## config.mk

```make
export PLATFORM = sky130hd
export DESIGN_NAME = cold_tank_drain_sequencer_flat
export DESIGN_NICKNAME = d
export VERILOG_FILES = /design/src/design/ctds_pkg.sv /design/src/design/ctds_if.sv /design/src/design/cold_tank_drain_sequencer.sv /design/src/design/ctds_next.sv /design/src/flat_wrapper.sv
export SDC_FILE = /design/constraint.sdc
export NUM_CORES = 1
export LEC_CHECK = 0
export ABC_AREA = 0
export BUFFER_PORTS_ARGS = -buffer_cell sky130_fd_sc_hd__buf_4
export CAP_MARGIN = 10
export CORE_ASPECT_RATIO = 0.5
export CORE_MARGIN = 8
export CORE_UTILIZATION = 32
export CTS_BUF_LIST = sky130_fd_sc_hd__clkbuf_16
export CTS_CLUSTER_SIZE = 28
export DETAILED_ROUTE_END_ITERATION = 16
export GPL_ROUTABILITY_DRIVEN = 0
export HOLD_SLACK_MARGIN = 0.05
export PLACE_DENSITY_LB_ADDON = 0.05
export SLEW_MARGIN = 20
export SYNTH_ARGS = -nofsm -noshare
export SYNTH_HDL_FRONTEND = slang
export SYNTH_HIERARCHICAL = 1
export SYNTH_SLANG_ARGS = --single-unit
```

## constraint.sdc

```tcl
create_clock -name clk -period 2.8 [get_ports clk]
set_input_delay 0.28 -clock clk [delete_from_list [all_inputs] [get_ports clk]]
set_output_delay 0.28 -clock clk [all_outputs]
set_load 0.03 [all_outputs]
```

## src/design/ctds_pkg.sv

```systemverilog
// Package for the cold tank drain sequencer: codes, valve masks and shared types.
package ctds_pkg;

    // Event codes carried in the action field
    localparam logic [1:0] ACT_TICK  = 2'd0;
    localparam logic [1:0] ACT_START = 2'd1;
    localparam logic [1:0] ACT_STOP  = 2'd2;

    // Sequence phases
    localparam logic [2:0] PH_READY  = 3'd0;
    localparam logic [2:0] PH_SETTLE = 3'd1;
    localparam logic [2:0] PH_DRAIN  = 3'd2;
    localparam logic [2:0] PH_CLOSE  = 3'd3;
    localparam logic [2:0] PH_DONE   = 3'd4;

    // Configuration register indexes
    localparam logic [1:0] CFG_FAUCET_LIMIT = 2'd0;
    localparam logic [1:0] CFG_DRAIN_LIMIT  = 2'd1;
    localparam logic [1:0] CFG_SETTLE_TICKS = 2'd2;

    // Reset values of the configuration registers
    localparam logic [15:0] FAUCET_LIMIT_RST = 16'd3400;
    localparam logic [15:0] DRAIN_LIMIT_RST  = 16'd7200;
    localparam logic [7:0]  SETTLE_TICKS_RST = 8'd2;

    // Valve command bits
    localparam logic [3:0] VLV_INLET  = 4'b0001;
    localparam logic [3:0] VLV_FAUCET = 4'b0010;
    localparam logic [3:0] VLV_DRAIN  = 4'b0100;
    localparam logic [3:0] VLV_VENT   = 4'b1000;

    typedef struct packed {
        logic [15:0] faucet_limit;
        logic [15:0] drain_limit;
        logic [7:0]  settle_ticks;
    } cfg_t;

    typedef struct packed {
        logic [1:0] action;
        logic       drain_kind;
        logic       fault;
    } item_t;

    typedef struct packed {
        logic        active;
        logic        kind;
        logic [2:0]  phase;
        logic [7:0]  settle_count;
        logic [15:0] exit_count;
        logic [3:0]  valve_cmds;
    } seq_state_t;

endpackage

```

## src/design/ctds_if.sv

```systemverilog
// Channel interfaces for the cold tank drain sequencer.
interface ctds_item_if;
    logic       valid;
    logic       ready;
    logic [1:0] action;
    logic       drain_kind;
    logic       fault;

    modport source (output valid, output action, output drain_kind, output fault, input ready);
    modport sink   (input valid, input action, input drain_kind, input fault, output ready);
endinterface

interface ctds_result_if;
    logic        valid;
    logic        ready;
    logic        running;
    logic        finished;
    logic [2:0]  phase;
    logic [15:0] remaining_ticks;
    logic        inlet_open;
    logic        faucet_outlet_open;
    logic        drain_open;
    logic        vent_open;

    modport source (output valid, output running, output finished, output phase,
                    output remaining_ticks, output inlet_open, output faucet_outlet_open,
                    output drain_open, output vent_open, input ready);
    modport sink   (input valid, input running, input finished, input phase,
                    input remaining_ticks, input inlet_open, input faucet_outlet_open,
                    input drain_open, input vent_open, output ready);
endinterface

```

## src/design/cold_tank_drain_sequencer.sv

```systemverilog
// Top level of the cold tank drain sequencer: state, configuration and result register.
//
// Valve sequencer that empties the cold tank through the faucet outlet or the
// drain valve. Every input transaction is one event (tick, start or stop) and
// yields exactly one result transaction that reports the state after the event.
// An event needs no multi-step work: the sequence state sits in registers, the
// next state is short logic, and the result lands in an output register in the
// cycle after acceptance. Sustained rate is one transaction per clock; input
// ready only drops while the output register holds a result that the sink has
// not taken. Configuration is written through cfg_we/cfg_index/cfg_data and
// must only change while no transaction is in flight; writes to an index
// outside the register list are dropped.
module cold_tank_drain_sequencer (
    input  logic                 clk,
    input  logic                 rst_n,
    input  logic                 cfg_we,
    input  logic [1:0]           cfg_index,
    input  logic [15:0]          cfg_data,
    ctds_item_if.sink            item,
    ctds_result_if.source        result
);
    import ctds_pkg::*;

    cfg_t       cfg_reg;
    seq_state_t state_reg;
    seq_state_t state_next;
    item_t      item_in;
    logic       finished_next;
    logic       accept;

    // Output register
    logic        out_valid_reg;
    logic        finished_reg;
    seq_state_t report_reg;

    assign item_in.action     = item.action;
    assign item_in.drain_kind = item.drain_kind;
    assign item_in.fault      = item.fault;

    // A new event may enter whenever the output slot is empty or being drained
    assign item.ready = !out_valid_reg || result.ready;
    assign accept     = item.valid && item.ready;

    ctds_next u_next (
        .cur      (state_reg),
        .item     (item_in),
        .cfg      (cfg_reg),
        .nxt      (state_next),
        .finished (finished_next)
    );

    // Configuration registers
    always_ff @(posedge clk or negedge rst_n)
    begin
        if (!rst_n)
        begin
            cfg_reg.faucet_limit <= FAUCET_LIMIT_RST;
            cfg_reg.drain_limit  <= DRAIN_LIMIT_RST;
            cfg_reg.settle_ticks <= SETTLE_TICKS_RST;
        end
        else if (cfg_we)
        begin
            priority case (cfg_index)
                CFG_FAUCET_LIMIT: cfg_reg.faucet_limit <= cfg_data;
                CFG_DRAIN_LIMIT:  cfg_reg.drain_limit  <= cfg_data;
                CFG_SETTLE_TICKS: cfg_reg.settle_ticks <= cfg_data[7:0];
                default:          cfg_reg              <= cfg_reg;
            endcase
        end
    end

    // Sequence state and output valid
    always_ff @(posedge clk or negedge rst_n)
    begin
        if (!rst_n)
        begin
            state_reg     <= '0;
            out_valid_reg <= 1'b0;
        end
        else if (accept)
        begin
            state_reg     <= state_next;
            out_valid_reg <= 1'b1;
        end
        else if (result.ready)
        begin
            out_valid_reg <= 1'b0;
        end
    end

    // Result payload: loaded with each accepted transaction, no reset needed
    always_ff @(posedge clk)
    begin
        if (accept)
        begin
            report_reg   <= state_next;
            finished_reg <= finished_next;
        end
    end

    assign result.valid              = out_valid_reg;
    assign result.running            = report_reg.active;
    assign result.finished           = finished_reg;
    assign result.phase              = report_reg.phase;
    assign result.remaining_ticks    = report_reg.exit_count;
    assign result.inlet_open         = |(report_reg.valve_cmds & VLV_INLET);
    assign result.faucet_outlet_open = |(report_reg.valve_cmds & VLV_FAUCET);
    assign result.drain_open         = |(report_reg.valve_cmds & VLV_DRAIN);
    assign result.vent_open          = |(report_reg.valve_cmds & VLV_VENT);

    // Every accepted transaction shows up in the output slot on the next cycle
    a_accept_to_result: assert property (@(posedge clk) disable iff (!rst_n)
        accept |=> result.valid)
        else $error("accepted transaction did not reach the output register");

    // Completion always drops running on the same result
    a_finished_not_running: assert property (@(posedge clk) disable iff (!rst_n)
        (result.valid && result.finished) |-> !result.running)
        else $error("finished reported while still running");

    // Phase stays within the defined codes
    a_phase_legal: assert property (@(posedge clk) disable iff (!rst_n)
        result.valid |-> (result.phase <= PH_DONE))
        else $error("phase code beyond done");

    // Draining never opens the inlet
    a_inlet_closed: assert property (@(posedge clk) disable iff (!rst_n)
        result.valid |-> !result.inlet_open)
        else $error("inlet commanded open");

endmodule

```

## src/design/ctds_next.sv

```systemverilog
// Next-state logic of the drain sequence for one event.
module ctds_next (
    input  ctds_pkg::seq_state_t cur,
    input  ctds_pkg::item_t      item,
    input  ctds_pkg::cfg_t       cfg,
    output ctds_pkg::seq_state_t nxt,
    output logic                 finished
);
    import ctds_pkg::*;

    logic [2:0] ph;
    logic [3:0] outlet;
    logic       closable;

    assign outlet   = cur.kind ? VLV_DRAIN : VLV_FAUCET;
    assign closable = cur.active && (cur.phase <= PH_DRAIN);

    always_comb
    begin
        nxt      = cur;
        finished = 1'b0;
        // fault forces closing before the step is taken
        ph       = (item.fault && closable) ? PH_CLOSE : cur.phase;
        unique case (item.action)
            ACT_TICK:
            begin
                if (cur.active)
                begin
                    nxt.phase = ph;
                    unique case (ph)
                        PH_READY:
                        begin
                            nxt.valve_cmds   = VLV_VENT;
                            nxt.exit_count   = cur.kind ? cfg.drain_limit
                                                        : cfg.faucet_limit;
                            nxt.settle_count = cfg.settle_ticks;
                            nxt.phase        = PH_SETTLE;
                        end
                        PH_SETTLE:
                        begin
                            if (cur.settle_count != 8'd0)
                            begin
                                nxt.settle_count = cur.settle_count - 8'd1;
                            end
                            else
                            begin
                                nxt.valve_cmds = cur.valve_cmds | outlet;
                                nxt.phase      = PH_DRAIN;
                            end
                        end
                        PH_DRAIN:
                        begin
                            nxt.valve_cmds = (cur.valve_cmds & ~(VLV_INLET | VLV_DRAIN))
                                             | VLV_VENT | outlet;
                            if (cur.exit_count != 16'd0)
                            begin
                                nxt.exit_count = cur.exit_count - 16'd1;
                            end
                            else
                            begin
                                nxt.phase = PH_CLOSE;
                            end
                        end
                        PH_CLOSE:
                        begin
                            nxt.valve_cmds = VLV_VENT;
                            nxt.phase      = PH_DONE;
                        end
                        PH_DONE:
                        begin
                            nxt.active = 1'b0;
                            finished   = 1'b1;
                        end
                        default:
                        begin
                            nxt.phase = PH_READY;
                        end
                    endcase
                end
            end
            ACT_START:
            begin
                nxt.active = 1'b1;
                nxt.kind   = item.drain_kind;
                nxt.phase  = PH_READY;
            end
            ACT_STOP:
            begin
                if (closable)
                begin
                    nxt.phase = PH_CLOSE;
                end
            end
            default:
            begin
                nxt = cur;
            end
        endcase
    end

endmodule

```

## src/flat_wrapper.sv

```systemverilog
// flat-port wrapper written by rule: the top's interface ports become plain ports
module cold_tank_drain_sequencer_flat import ctds_pkg::*;
  (clk, rst_n, cfg_we, cfg_index, cfg_data, item_valid, item_action, item_drain_kind, item_fault, item_ready, result_valid, result_running, result_finished, result_phase, result_remaining_ticks, result_inlet_open, result_faucet_outlet_open, result_drain_open, result_vent_open, result_ready);
  ctds_item_if item_i ();
  ctds_result_if result_i ();
  input  logic clk;
  input  logic rst_n;
  input  logic cfg_we;
  input  logic [1:0] cfg_index;
  input  logic [15:0] cfg_data;
  input wire logic [$bits(item_i.valid)-1:0] item_valid;
  input wire logic [$bits(item_i.action)-1:0] item_action;
  input wire logic [$bits(item_i.drain_kind)-1:0] item_drain_kind;
  input wire logic [$bits(item_i.fault)-1:0] item_fault;
  output wire logic [$bits(item_i.ready)-1:0] item_ready;
  output wire logic [$bits(result_i.valid)-1:0] result_valid;
  output wire logic [$bits(result_i.running)-1:0] result_running;
  output wire logic [$bits(result_i.finished)-1:0] result_finished;
  output wire logic [$bits(result_i.phase)-1:0] result_phase;
  output wire logic [$bits(result_i.remaining_ticks)-1:0] result_remaining_ticks;
  output wire logic [$bits(result_i.inlet_open)-1:0] result_inlet_open;
  output wire logic [$bits(result_i.faucet_outlet_open)-1:0] result_faucet_outlet_open;
  output wire logic [$bits(result_i.drain_open)-1:0] result_drain_open;
  output wire logic [$bits(result_i.vent_open)-1:0] result_vent_open;
  input wire logic [$bits(result_i.ready)-1:0] result_ready;
  assign item_i.valid = item_valid;
  assign item_i.action = item_action;
  assign item_i.drain_kind = item_drain_kind;
  assign item_i.fault = item_fault;
  assign item_ready = item_i.ready;
  assign result_valid = result_i.valid;
  assign result_running = result_i.running;
  assign result_finished = result_i.finished;
  assign result_phase = result_i.phase;
  assign result_remaining_ticks = result_i.remaining_ticks;
  assign result_inlet_open = result_i.inlet_open;
  assign result_faucet_outlet_open = result_i.faucet_outlet_open;
  assign result_drain_open = result_i.drain_open;
  assign result_vent_open = result_i.vent_open;
  assign result_i.ready = result_ready;
  cold_tank_drain_sequencer u_core (.clk(clk), .rst_n(rst_n), .cfg_we(cfg_we), .cfg_index(cfg_index), .cfg_data(cfg_data), .item(item_i), .result(result_i));
endmodule
```

==> results of run 1 <==
[cells in the mapped netlist, types with 4 or more instances]
cell type	n
a21oi_1	11
buf_2	4
clkbuf_1	7
dfrtp_1	64
dfstp_2	10
edfxtp_1	25
inv_1	7
mux2_2	79
mux2i_1	12
nand2_1	29
nand2b_1	6
nand3_1	5
nor2_1	21
nor3_1	9
nor4_1	4
o211ai_1	5
o21ai_0	25
o31ai_1	6
or3_1	7
[area by class of cell]
| type | count | area (um^2) |
|---|---|---|
| clock buffers | 9 | 225 |
| clock inverters | 7 | 92.6 |
| fillers | 1489 | 9270 |
| inverters | 7 | 26.3 |
| multi-input cells | 282 | 2180 |
| flip-flops and latches | 99 | 2620 |
| well taps | 204 | 255 |
| repair buffers | 73 | 554 |
[power by group through the flow]
| stage | Sequential (W) | Clock, W | Combinational (W) |
|---|---|---|---|
| after floorplan | 0.00233 | 0 | 0.00135 |
| after global placement | 0.00228 | 0 | 0.00210 |
| after detailed placement | 0.00230 | 0 | 0.00212 |
| after CTS | 0.00228 | 0.00137 | 0.00214 |
| after global routing | 0.00234 | 0.00143 | 0.00238 |
| final | 0.00227 | 0.00132 | 0.00215 |
[critical path, stage by stage, from the launching register on]
cell	delay [ns]
dfrtp_1	0.39
or4b_4	0.57
or3_1	0.57
buf_4	0.27
nor2_1	0.31
nand2_1	0.15
o311ai_1	0.13
mux2_2	0.21
[cells by family (layout without fill, tap and decap cells)]
family	count (synthesis)	in the layout	share of synthesized area
and+or+nand+nor	105	105	0.114
AOI/OAI and AO/OA	81	81	0.112
adders and majority gates	3	3	0.00765
xor gates and xnor gates	2	2	0.00357
muxes	91	91	0.206
buffers and inverters	23	96	0.0240
DFF	99	99	0.533
[stage by stage]
step	worst slack (ns)	instances	instance area, um^2
5_1_grt	0.00488	681	5950
3_5_place_dp	0.107	664	5610
6_report	0.135	681	5950
4_1_cts	0.134	680	5930
3_3_place_gp	0.139	664	5610
2_1_floorplan	0.374	404	4910
[repair_timing]
item,in CTS,in global routing
endpoints found under the hold margin,0,31
setup buffers,0,0
setup endpoints to repair,0,1
hold buffers,0,1
resized for setup,0,1
[per-layer routing]
| metal | up-vias | part of all wire | global-route usage |
|---|---|---|---|
| li1 | 1666 | - | - |
| met1 | 1825 | 0.48 | 0.181 |
| met2 | 118 | 0.45 | 0.198 |
| met3 | 11 | 0.054 | 0.0341 |
| met4 | 0 | 0.014 | 0.0383 |
| met5 | - | 0 | 0 |
[how the worst min path moves through the flow]
stage	depth (start not counted)	from	to	slack, ns
floorplan	0	rst_n	u_core/cfg_reg[0]	-0.02
global placement	1	u_core/state_reg[0]	u_core/state_reg[0]	0.48
detailed placement	1	u_core/state_reg[3]	u_core/state_reg[3]	0.49
CTS	1	rst_n	u_core/cfg_reg[33]	0.13
global route	2	item_valid	u_core/result.valid	0.16
finish	2	item_valid	u_core/result.valid	0.16
==> flow_summary.json, run 1 <==
{
  "tns_ns": 0,
  "grt.total_usage": 0.131,
  "diodes": 0,
  "place_hpwl_um": 8970,
  "worst_hold_slack_ns": 0.155,
  "crit_path_end_kind": "flip-flop",
  "r2r_cells": 7,
  "synth_top_area_share": 0.326,
  "r2r_start": "u_core/state_reg[30]",
  "synth_top_cell_by_area": "dfrtp_1",
  "critPathArrivalTime_ns": 2.95,
  "clock_latency_ns": 0.34,
  "drc_errors": 0,
  "share_seq_of_total_power": 0.396,
  "syn_inst": 404,
  "grt_pass1_wl_um": 20800,
  "setup_viol": 0,
  "grt_overflow": 0,
  "die_h_um": 104,
  "drt_pass1_iterations": 5,
  "startpoint": "u_core/state_reg[30]",
  "fin_crit_ns": 2.67,
  "num_vias": 3620,
  "start_kind": "flip-flop",
  "synth_flop_cell": "dfrtp_1",
  "core_area_um2": 15200,
  "grt_max_degree": 75,
  "avgSynthCellArea_um2": 12.1,
  "syn_area_um2": 4910,
  "synth_edf_count": 25,
  "htree_levels": 3,
  "numCtsBuffers": 9,
  "relSlewSlack": 0.366,
  "p_sw_frac": 0.362,
  "min_path_type": "in -> reg",
  "r2r-end": "u_core/state_reg[12]",
  "final_common_cell": "mux2_2",
  "wl_um": 12500,
  "clock-sinks": 99,
  "synth_seq_cells": 99,
  "first_global_vias": 3796,
  "clock_path_buffers": 2,
  "critical_path_required_ns": 3.08,
  "regToRegSetupSlack_ns": 0.13,
  "async_flop_share": 0.747,
  "status": "finished, final reports clean",
  "nets": 502,
  "clk_pin_slew_worst_paths_ns": 0.07,
  "internal-power_w": 0.00367,
  "area_growth_pct": 21.2,
  "worstSetupPathType": "reg -> reg",
  "p_leak_nw": 2.47,
  "powerDensity_nw_per_um2": 966,
  "rsz0062_at_grt": "no",
  "antenna_found_initial": 0,
  "fmax_mhz": 375,
  "fin_crit_sh": 0.952,
  "ant_nets": 0,
  "drive_gt1_frac": 0.390,
  "final_cell_mix": "mux2_2 (79), buf_4 (71), dfrtp_1 (64)",
  "io_buffers": 53,
  "cts_tree": "yes",
  "seq_area_frac_synth": 0.533,
  "root_buffer": "clkbuf_16",
  "cp-endpoint": "u_core/state_reg[12]",
  "slew_viol_final": 0,
  "power_switching_w": 0.00208,
  "largest_register_ffs": 40,
  "ios": 54,
  "vias_per_cell": 5.32,
  "start_util": 0.322,
  "yosys_warnings": 6,
  "p_comb_frac": 0.375,
  "skew_ns": 0.00800,
  "utilization": 0.391,
  "totalPowerFinal_w": 0.00574,
  "critPathMaxFanout": 13,
  "ys_top_cells_by_area": "dfrtp_1 (33%), mux2_2 (18%), edfxtp_1 (15%)",
  "drt-initial-drc-count": 314,
  "num_rows": 32,
  "fp.dieW_um": 191,
  "finalHoldViolCount": 0,
  "ir_worst_vdd_mv": 0.315,
  "wl_per_cell_um": 18.4,
  "power.share.clock": 0.229,
  "dieArea_um2": 19800,
  "drv_cap": 0,
  "synth.distinct_cells": 59,
  "synth_fp_nets": 434,
  "worst_slew_pin_slew_ns": 0.950
}
Note: power is estimated with default switching activity, not from simulation.
==> run 2, diff against run 1 <==
--- a/config.mk
+++ b/config.mk
@@ -5,7 +5,7 @@
 export SDC_FILE = /design/constraint.sdc
 export NUM_CORES = 1
 export LEC_CHECK = 0
-export ABC_AREA = 0
+export ABC_AREA = 1
 export BUFFER_PORTS_ARGS = -buffer_cell sky130_fd_sc_hd__buf_4
 export CAP_MARGIN = 10
 export CORE_ASPECT_RATIO = 0.5
==> constraint.sdc (replaced) <==
create_clock -name clk -period 2.8 [get_ports clk]
set_input_delay 0.56 -clock clk [delete_from_list [all_inputs] [get_ports clk]]
set_output_delay 0.56 -clock clk [all_outputs]
set_load 0.03 [all_outputs]
==> flow_summary.json, run 2 <==
{
  "crit_path_end_kind": "flip-flop",
  "start_util": 0.330,
  "synth_seq_cells": 99,
  "grt_overflow": 0,
  "vias_per_cell": 4.87,
  "regArea_um2": 2620,
  "final_common_cell": "nand2_1",
  "placed_cells": 985,
  "drc_errors": 0,
  "drv_cap": 0,
  "tns_ns": 0,
  "grt.total_usage": 0.157,
  "io_buffers": 53,
  "p_leak_nw": 3.26,
  "wl_um": 16600,
  "yosys_warnings": 6,
  "power_switching_w": 0.00291,
  "first_global_vias": 4727,
  "async_flop_share": 0.747,
  "powerDensity_nw_per_um2": 1030,
  "fin_crit_sh": 0.725,
  "synth_top_cell_by_area": "dfrtp_1",
  "worstSetupPathType": "reg -> reg",
  "fillers": 1763,
  "hold_buffers": 0,
  "routedLengthMet1_um": 9160,
  "numCtsBuffers": 9,
  "fin_cells": 1001,
  "antenna_found_initial": 0,
  "synth_edf_count": 25,
  "grt_max_degree": 45,
  "start_kind": "flip-flop",
  "wl_met3_um": 674,
  "largest_register_ffs": 40,
  "syn_inst": 727,
  "core_area_um2": 16600,
  "ir_worst_vdd_mv": 0.368,
  "synth_fp_nets": 757,
  "drive_gt1_frac": 0.138,
  "wl_met2_um": 6690,
  "p_sw_frac": 0.446,
  "seq_area_frac_synth": 0.478,
  "fp.dieW_um": 201,
  "root_buffer": "clkbuf_16",
  "postPlaceCellArea_um2": 6050,
  "critPathMaxFanout": 5,
  "nets": 799,
  "synth.distinct_cells": 34,
  "synth_flop_cell": "dfrtp_1",
  "critical_path_required_ns": 3.09,
  "worst_slew_pin_slew_ns": 0.636,
  "syn_area_um2": 5470,
  "design_area_um2": 6370,
  "critPathArrivalTime_ns": 2.32,
  "rsz0062_at_grt": "no",
  "fmax_mhz": 493,
  "fin_crit_ns": 2.03,
  "clock-sinks": 99,
  "ant_nets": 0,
  "slew_viol_final": 0,
  "relSlewSlack": 0.576,
  "drt_pass1_iterations": 5,
  "synth_most_common_cell": "nand2_1",
  "setup_viol": 0,
  "clock_path_buffers": 2,
  "num_vias": 4877,
  "avgSynthCellArea_um2": 7.52,
  "status": "finished, final reports clean",
  "highest_layer": "met4",
  "ys_top_cells_by_area": "dfrtp_1 (29%), nand2_1 (22%), edfxtp_1 (14%)",
  "synth_top_area_share": 0.293,
  "num_rows": 33,
  "finalHoldViolCount": 0,
  "power.share.clock": 0.204,
  "die_h_um": 108,
  "skew_ns": 0.0118,
  "p_comb_frac": 0.446,
  "place_hpwl_um": 11300,
  "drt-initial-drc-count": 360,
  "internal-power_w": 0.00362,
  "wl_per_cell_um": 16.6,
  "synth_commonest_cells": "nand2_1 (319), nand3_1 (85), dfrtp_1 (64)",
  "cts_tree": "yes",
  "ios": 54,
  "grt_pass1_wl_um": 27200,
  "totalPowerFinal_w": 0.00653,
  "dieArea_um2": 21800,
  "final_cell_mix": "nand2_1 (319), nand3_1 (85), dfrtp_1 (64)",
  "clock_latency_ns": 0.35,
  "diodes": 0,
  "htree_levels": 3,
  "clk_pin_slew_worst_paths_ns": 0.08,
  "min_path_type": "in -> async",
  "multi_input_area_um2": 2520,
  "cts_resized": 0,
  "share_seq_of_total_power": 0.350,
  "post_cts_buffers": 0,
  "area_growth_pct": 16.5
}
## run 2: final timing paths
| kind | cells past startpoint | slack (ns) | startpoint | end |
|---|---|---|---|---|
| worst max-delay path | 12 | 0.77 | u_core/state_reg[4] | u_core/state_reg[5] |
| worst min-delay path | 1 | 0.22 | rst_n | u_core/cfg_reg[6] |
| worst max register to register | 12 | 0.77 | u_core/state_reg[4] | u_core/state_reg[5] |
| worst min register to register | 2 | 0.46 | u_core/cfg_reg[27] | u_core/cfg_reg[27] |
| max in group asynchronous | 2 | 1.90 | rst_n | u_core/cfg_reg[27] |
| min in group clk | 3 | 0.44 | cfg_data[11] | u_core/cfg_reg[35] |
## run 2: power by group through the flow
stage	Clock, W	Combinational (W)	Sequential (W)
2_1_floorplan	0	0.00202	0.00237
3_3_place_gp	0	0.00289	0.00231
3_5_place_dp	0	0.00290	0.00231
4_1_cts	0.00138	0.00292	0.00229
5_1_grt	0.00143	0.00332	0.00235
6_report	0.00133	0.00292	0.00229
## run 2: routing by layer
metal | global-route usage | vias up
li1 | - | 2444
met1 | 0.241 | 2320
met2 | 0.224 | 103
met3 | 0.0292 | 10
met4 | 0.0292 | 0
met5 | 0 | -
## run 2: area by class of cell
class | instances | share of cell area
sequential | 99 | 0.411
timing repair buffer | 61 | 0.0739
clock buffer | 11 | 0.0432
inverter | 44 | 0.0259
multi-input combinational | 554 | 0.396
clock inverter | 5 | 0.00570
tap | 227 | 0.0446
## run 2: stage by stage
stage | hold WS [ns] | setup WS, ns | utilization
floorplan | 0.264 | 0.927 | -
global placement | 0.449 | 0.666 | 0.366
detailed placement | 0.452 | 0.673 | 0.366
CTS | 0.244 | 0.804 | 0.384
global route | 0.265 | 0.549 | 0.384
finish | 0.221 | 0.770 | 0.384
## run 2: kinds of logic after synthesis
kind of cell             Yosys count  synth area share
flip-flops                        99             0.478
AO/OA/AOI/OAI                     38            0.0375
AND/OR/NAND/NOR                  503             0.400
adder cells (fa/ha/maj)            3           0.00687
multiplexers                       2           0.00366
XOR/XNOR                           8            0.0128
buffers and inverters             74            0.0607
## run 2: critical path, stage by stage (launching register included)
cell	delay [ns]
dfrtp_1	0.43
inv_1	0.16
ha_1	0.16
inv_1	0.05
nor3_1	0.19
nand2_1	0.08
nor2b_1	0.27
nand2_1	0.11
o21ai_0	0.16
nand2_1	0.06
nand2_1	0.12
nand3_1	0.09
nand2_1	0.08
==> run 3, diff against run 2 <==
==> constraint.sdc (replaced) <==
create_clock -name clk -period 1.8 [get_ports clk]
set_input_delay 0.36 -clock clk [delete_from_list [all_inputs] [get_ports clk]]
set_output_delay 0.36 -clock clk [all_outputs]
set_load 0.03 [all_outputs]
==> flow_summary.json, run 3 (synthesized netlist as in run 2, its figures left out) <==
{
  "status": "finished, violations left",
  "failed_checks": "negative setup slack",
  "final_common_cell": "nand2_1",
  "wl_per_cell_um": 16.3,
  "r2r_cells": 12,
  "grt.total_usage": 0.159,
  "grt_pass1_wl_um": 27600,
  "clock-sinks": 99,
  "power_switching_w": 0.00536,
  "worst_slew_pin_slew_ns": 0.450,
  "design_area_um2": 7220,
  "htree_levels": 3,
  "hold_path_end": "u_core/cfg_reg[34]",
  "internal-power_w": 0.00670,
  "relSlewSlack": 0.700,
  "min_path_type": "in -> reg",
  "powerDensity_nw_per_um2": 1670,
  "fin_crit_sh": 1.02,
  "clk_pin_slew_worst_paths_ns": 0.07,
  "worstSetupPathType": "reg -> reg",
  "start_kind": "flip-flop",
  "area_growth_pct": 32.1,
  "grt_max_degree": 43,
  "largest_register_ffs": 40,
  "share_seq_of_total_power": 0.289,
  "fp.dieW_um": 201,
  "drt_pass1_iterations": 5,
  "postPlaceCellArea_um2": 6480,
  "p_leak_nw": 3.61,
  "numCtsBuffers": 9,
  "drv_cap": 0,
  "power.share.clock": 0.154,
  "worst_hold_slack_ns": 0.243,
  "slew_viol_final": 0,
  "rsz0062_at_grt": "yes",
  "io_buffers": 53,
  "critPathArrivalTime_ns": 2.12,
  "root_buffer": "clkbuf_16",
  "wl_um": 17500,
  "cts_tree": "yes",
  "grt_overflow": 0,
  "crit_chain": "inv_2 -> ha_4 -> inv_4 -> nor3_4 -> nand2_1 -> nor2b_2 -> nand2_1 -> o21ai_2 -> nand2_1 -> nand2_1 -> nand3_1 -> nand2_1",
  "fin_crit_ns": 1.83,
  "die_h_um": 108,
  "diodes": 0,
  "clock_latency_ns": 0.35,
  "crit_path_end_kind": "flip-flop",
  "finalHoldViolCount": 0,
  "skew_ns": 0.0105,
  "ios": 54,
  "first_global_vias": 4924,
  "cpPeakStageDelay_ns": 0.44,
  "critPathMaxFanout": 4,
  "final_cell_mix": "nand2_1 (295), buf_4 (116), nand3_1 (72)",
  "drc_errors": 0,
  "core_area_um2": 16600,
  "nets": 867,
  "drt-initial-drc-count": 368,
  "num_rows": 33,
  "dieArea_um2": 21800,
  "ant_nets": 0,
  "r2r-end": "u_core/state_reg[5]",
  "ir_worst_vdd_mv": 0.764,
  "p_comb_frac": 0.556,
  "hold_start": "cfg_data[10]",
  "place_hpwl_um": 12100,
  "num_vias": 5163,
  "utilization": 0.436,
  "cp_slowest_cell": "dfrtp_1",
  "crit_top_cell": "nand2_1",
  "critical_path_required_ns": 2.09,
  "p_sw_frac": 0.444,
  "fmax_mhz": 545,
  "antenna_found_initial": 0,
  "regToRegSetupSlack_ns": -0.03,
  "min_path_cells": 3,
  "start_util": 0.330,
  "r2r_start": "u_core/state_reg[5]",
  "drive_gt1_frac": 0.295,
  "setup_ws_ns": -0.0335,
  "clock_path_buffers": 2,
  "vias_per_cell": 4.83,
  "startpoint": "u_core/state_reg[5]",
  "setup_viol": 1
}
-- run 3: changes by cell type in the layout (fill, tap and decap cells not counted), moves of 5 or more --
cell,previous run,this run
buf_4,60,116
dfrtp_1,64,59
dfrtp_2,0,5
inv_1,41,35
inv_2,4,9
nand2_1,319,295
nand2_2,2,26
nand3_1,85,72
nand3_2,2,11
nor2_1,53,40
nor2_2,2,11
-- run 3: per-layer routing --
metal  global-route usage  wire length (um)
met4               0.0303                84
met3               0.0316               905
met1                0.245              9480
met2                0.224              7000
met5                    0                 0
-- run 3: worst max path at each step --
stage,depth (start not counted),end
after floorplan,4,u_core/result.drain_open
after global placement,12,u_core/state_reg[5]
after detailed placement,12,u_core/state_reg[5]
after CTS,12,u_core/state_reg[5]
after global routing,12,u_core/state_reg[5]
final,12,u_core/state_reg[5]
-- run 3: cell type report --
cell class,instances,area [um^2]
Inverter,44,179
Timing Repair Buffer,128,1060
Tap cell,227,284
Clock inverter,7,46.3
Clock buffer,9,225
Sequential cell,99,2620
Timing Repair inverter,1,6.26
Fill cell,1709,9330
Multi-Input combinational cell,554,2810
-- run 3: timing repair --
item,4_1_cts,5_1_grt
pin swaps,0,40
gates cloned,0,3
hold buffers,1,0
endpoints found under the setup margin,7,44
resized for setup,6,90
buffers inserted,1,14
hold endpoints to repair,26,0
-- run 3: critical path: cells and delay by family (launching register included) --
family,cells,cell delay [ns]
flops,1,0.44
compound gates,1,0.15
buf+inv,2,0.15
simple gates,8,0.89
fa+ha+maj,1,0.14
-- run 3: metrics by stage --
step           power [W]  cells  setup TNS (ns)  setup WS (ns)
3_5_place_dp     0.00884   1034          -0.463         -0.204
5_1_grt           0.0130   1069           -1.15         -0.126
6_report          0.0121   1069         -0.0335        -0.0335
2_1_floorplan    0.00682    727               0         0.0672
3_3_place_gp     0.00882   1034          -0.355         -0.185
4_1_cts           0.0108   1052               0         0.0122
-- run 3: power by group through the flow --
| stage | Sequential, W | Combinational (W) | Clock, W |
|---|---|---|---|
| finish | 0.00349 | 0.00671 | 0.00186 |
| floorplan | 0.00368 | 0.00314 | 0 |
| global route | 0.00357 | 0.00742 | 0.00199 |
| global placement | 0.00347 | 0.00535 | 0 |
| CTS | 0.00343 | 0.00546 | 0.00192 |
| detailed placement | 0.00346 | 0.00537 | 0 |
